### src/design/hwlfir_pkg.sv
// Package with widths, types and the fixed coefficient table of the lowpass FIR.
package hwlfir_pkg;

    localparam int TAPS        = 51;
    localparam int SAMPLE_BITS = 16;
    localparam int COEF_BITS   = 16;
    localparam int TAP_BITS    = $clog2(TAPS + 1);
    // A product plus enough guard bits for the sum over all taps.
    localparam int ACC_BITS    = SAMPLE_BITS + COEF_BITS + TAP_BITS;
    localparam int ROUND_SHIFT = COEF_BITS - 1;

    typedef logic signed [SAMPLE_BITS-1:0] sample_t;
    typedef logic signed [COEF_BITS-1:0]   coef_t;
    typedef logic signed [ACC_BITS-1:0]    acc_t;

    // Controls for each cell in the chain.
    typedef struct packed {
        logic shift;
        logic clear;
    } cell_ctrl_t;

    // Windowed-sinc lowpass taps in Q1.15.
    localparam coef_t COEFS [TAPS] = '{
        16'sd0,     16'sd21,    16'sd41,    16'sd51,    16'sd40,
        16'sd0,     -16'sd66,   -16'sd136,  -16'sd171,  -16'sd132,
        16'sd0,     16'sd199,   16'sd390,   16'sd470,   16'sd349,
        16'sd0,     -16'sd501,  -16'sd975,  -16'sd1181, -16'sd894,
        16'sd0,     16'sd1445,  16'sd3200,  16'sd4888,  16'sd6109,
        16'sd6554,  16'sd6109,  16'sd4888,  16'sd3200,  16'sd1445,
        16'sd0,     -16'sd894,  -16'sd1181, -16'sd975,  -16'sd501,
        16'sd0,     16'sd349,   16'sd470,   16'sd390,   16'sd199,
        16'sd0,     -16'sd132,  -16'sd171,  -16'sd136,  16'sd0,
        16'sd40,    16'sd51,    16'sd41,    16'sd21,    16'sd0,
        16'sd0
    };

endpackage

### src/design/hwlfir_cell.sv
// One cell of the transposed-form FIR chain: a multiply and a partial-sum register.
module hwlfir_cell (
    input  logic                   clk,
    input  logic                   rst_n,
    input  hwlfir_pkg::cell_ctrl_t ctrl,
    input  hwlfir_pkg::sample_t    x,
    input  hwlfir_pkg::coef_t      coef,
    input  hwlfir_pkg::acc_t       sum_in,
    output hwlfir_pkg::acc_t       sum
);
    import hwlfir_pkg::*;

    logic signed [SAMPLE_BITS+COEF_BITS-1:0] prod;
    acc_t                                    sum_reg;
    acc_t                                    sum_next;

    // The product of this tap is added to the partial sum handed over by the neighbor.
    always_comb
    begin
        prod = x * coef;
        if (ctrl.clear)
        begin
            sum_next = '0;
        end
        else
        begin
            sum_next = sum_in + ACC_BITS'(prod);
        end
    end

    // Partial-sum register, updated only on an input transfer.
    always_ff @(posedge clk or negedge rst_n)
    begin
        if (!rst_n)
        begin
            sum_reg <= '0;
        end
        else if (ctrl.shift)
        begin
            sum_reg <= sum_next;
        end
    end

    assign sum = sum_reg;

endmodule

### config.mk
export PLATFORM = sky130hd
export DESIGN_NAME = hwlfir_cell
export DESIGN_NICKNAME = d
export VERILOG_FILES = /design/src/design/hwlfir_pkg.sv /design/src/design/hwlfir_cell.sv
export SDC_FILE = /design/constraint.sdc
export NUM_CORES = 1
export LEC_CHECK = 0
export CAP_MARGIN = 10
export CORE_UTILIZATION = 35
export CTS_BUF_LIST = sky130_fd_sc_hd__clkbuf_4
export CTS_CLUSTER_SIZE = 28
export DETAILED_ROUTE_END_ITERATION = 12
export DONT_BUFFER_PORTS = 1
export HOLD_SLACK_MARGIN = 0.12
export PLACE_DENSITY_LB_ADDON = 0.05
export SETUP_SLACK_MARGIN = 0.3
export SKIP_LAST_GASP = 1
export SLEW_MARGIN = 15
export SYNTH_ARGS = -nofsm -noshare
export SYNTH_HDL_FRONTEND = slang
export SYNTH_SLANG_ARGS = --single-unit
### constraint.sdc
create_clock -name clk -period 1.4 [get_ports clk]
set_input_delay 0.28 -clock clk [delete_from_list [all_inputs] [get_ports clk]]
set_output_delay 0.28 -clock clk [all_outputs]
set_load 0.01 [all_outputs]
==> results.ini <==
[status]
status = finished, violations left
violations = negative hold slack, negative setup slack

[sta]
rsz0062_at_grt = true
timing_hold_violations_final = 38
finalSetupViolCount = 36
hold_ws_ns = -0.3920
worstMarginPinSlew_ns = 0.6342
tns_ns = -115.54
period_share_pct = 386.4
finalCriticalPeriod_ns = 5.410
slew_viol_final = 0
finClkSkew_ns = 0
fin_ws_ns = -4.010
relSlewSlack_pct = 57.72
max_freq_mhz = 184.8

[cts]
clock_latency_ns = 0.35
cts_tree = built
cts_buffer_depth = 2
cts_root_buf = clkbuf_4
clk_pin_slew_ns = 0.11
cts.sinks = 38
h-tree-depth = 2
cts_hold_buf = 2
cts_buffers = 5

[synth]
syn_inst = 1416
async_flop_share_pct = 100.0
yosysSeqAreaShare_pct = 7.046
yosys.area.top_type = fa_1
yosys_warnings = 0
synth-edff-count = 0
syn_area_um2 = 13500
synth_top_area_share_pct = 47.77
synth_area_leaders = fa_1 (48%), inv_1 (10%), ha_1 (10%)
ys.flop_type = dfrtp_1
synth_seq_cells = 38
yosysUniqueCellTypes = 66
synthesis.nets = 1923
syn_area_per_cell_um2 = 9.531

[place]
hpwl_um = 32100
place.gp.congestion = 0.8083
place_inst = 2030
port_buffers = 0
dpl_worst_slack_ns = -4.468

[cells_and_area]
area_growth_pct = 22.78
layoutNonFillerInstCount = 2064
regArea_um2 = 954.7
final_cell_mix = inv_1 (352), fa_1 (304), buf_4 (147)
mostFrequentLayoutCell = inv_1
nets = 2058
drive_gt1_share_pct = 25.06
multiInputGateArea_um2 = 12070
nFillCells = 3806
largest_reg_flops = 38

[worst_setup_path]
critPathBufInv = 5
endpoint_kind = flip-flop
crit_family = adder cells
cp-start-kind = input port
worstSetupPathType = input port to flip-flop
cp_slowest_cell = fa_1
crit_fanout = 16
max_stage_delay_ns = 0.53
required_ns = 1.65
cp.arrival_ns = 5.66
cp_common_cell = fa_1
crit_chain = and2_4 -> fa_1 -> inv_1 -> fa_1 -> fa_2 -> fa_1 -> inv_1 -> fa_1 -> inv_1 -> fa_1 -> inv_2 -> ha_4 -> nand2_4 -> or3_4 -> nand4b_4 -> a211o_1 -> a41oi_2 -> o41ai_1 -> buf_4 -> xnor2_1 -> a22o_1

[floorplan]
start_util_pct = 35.66
core-area_um2 = 37840
die_area_um2 = 39350
fp-row-count = 71
die_height_um = 198.4
ios = 112
fp.dieW_um = 198.4

[route]
drt_pass1_iterations = 4
vias = 9729
routedWlPerCell_um = 17.72
wl_um = 36570
drt-vias-per-instance = 4.714
ant_nets = 0
drc = 0
drt_iter0_markers = 187

[grt]
first_global_vias = 11430
grt_pass1_wl_um = 60410
grt-ovfl-total = 0
grt.total_usage_pct = 20.18
grt_max_degree = 39
antenna_found_initial = 2

[hold_path]
hold_class = input port to asynchronous set/reset pin

[flow_run]
drv_cap = 0

## stage by stage
step	instance area, um^2	utilization, %	hold WS (ns)
finish	16570	43.78	-0.3920
global route	16570	43.78	-0.4268
CTS	16270	42.99	-0.4204
detailed placement	15750	41.63	-0.01498
global placement	15750	41.63	-0.01482
floorplan	14390	-	-0.01559
## final cells by class
cell class / count / area share [%]
Multi-Input combinational cell: 957 / 72.85
Antenna cell: 1 / 0.01510
Clock buffer: 6 / 0.2718
Clock inverter: 2 / 0.05286
Timing Repair Buffer: 172 / 8.646
Sequential cell: 38 / 5.762
Inverter: 377 / 8.548
Tap cell: 511 / 3.859
## final timing paths
check	from	end	slack, ns	depth (start not counted)
worst max-delay path	coef[4]	sum[36]	-4.01	21
worst min-delay path	rst_n	sum[4]	-0.39	0
worst max register to register	sum[13]	sum[13]	0.34	3
worst min register to register	sum[15]	sum[15]	0.56	2
max in group asynchronous	rst_n	sum[34]	1.69	0
min in group clk	ctrl[1]	sum[1]	0.15	2
## cells in the mapped netlist (3+ instances only)
master / number
inv_1: 376
fa_1: 322
nand2_1: 145
and2_1: 115
ha_1: 111
clkbuf_1: 39
dfrtp_1: 38
a21oi_1: 34
nor2_1: 25
nand3_1: 22
xnor2_1: 21
a22o_1: 17
a21o_1: 15
o21ai_0: 13
or3_1: 9
xor2_1: 8
a31o_2: 7
nor3_1: 7
nor2b_1: 6
o211ai_1: 5
a211o_1: 4
a211oi_1: 4
o21a_1: 4
o21ai_2: 4
o21bai_1: 4
a31oi_1: 3
a32o_1: 3
and3_1: 3
o221ai_1: 3
o31ai_1: 3
## kinds of logic (layout without fill, tap and decap cells)
group                      Yosys count  count (layout)  share of synthesized area [%]
buffers and inverters              421             557                          11.78
adders and majority gates          433             433                          58.06
and+or+nand+nor                    346             346                          12.86
other                                0               1                              0
xor gates and xnor gates            29              29                          1.882
muxes                                1               1                        0.07417
DFF                                 38              38                          7.046
AOI/OAI and AO/OA                  148             148                          8.298
## worst reg2reg max path, cell delays in order (launching register included)
cell and delay, ns:
dfrtp_1 0.43, inv_1 0.06, o21ai_0 0.07, or3b_4 0.39
## timing repair
item,in CTS,in global routing
pin swaps,76,45
setup buffers,15,8
gates resized for setup,74,50
hold endpoints to repair,50,38
endpoints found under the setup margin,53,68
## routing by layer
layer | global-route usage (%) | routed length [um]
met2 | 40.70 | 20720
met1 | 23.39 | 14370
met3 | 2.044 | 1214
met5 | 0 | 13
met4 | 1.579 | 241
Power is left out: the tool's default activity adds up to more than one toggle a clock period on the data nets, which glitch-free logic cannot reach.
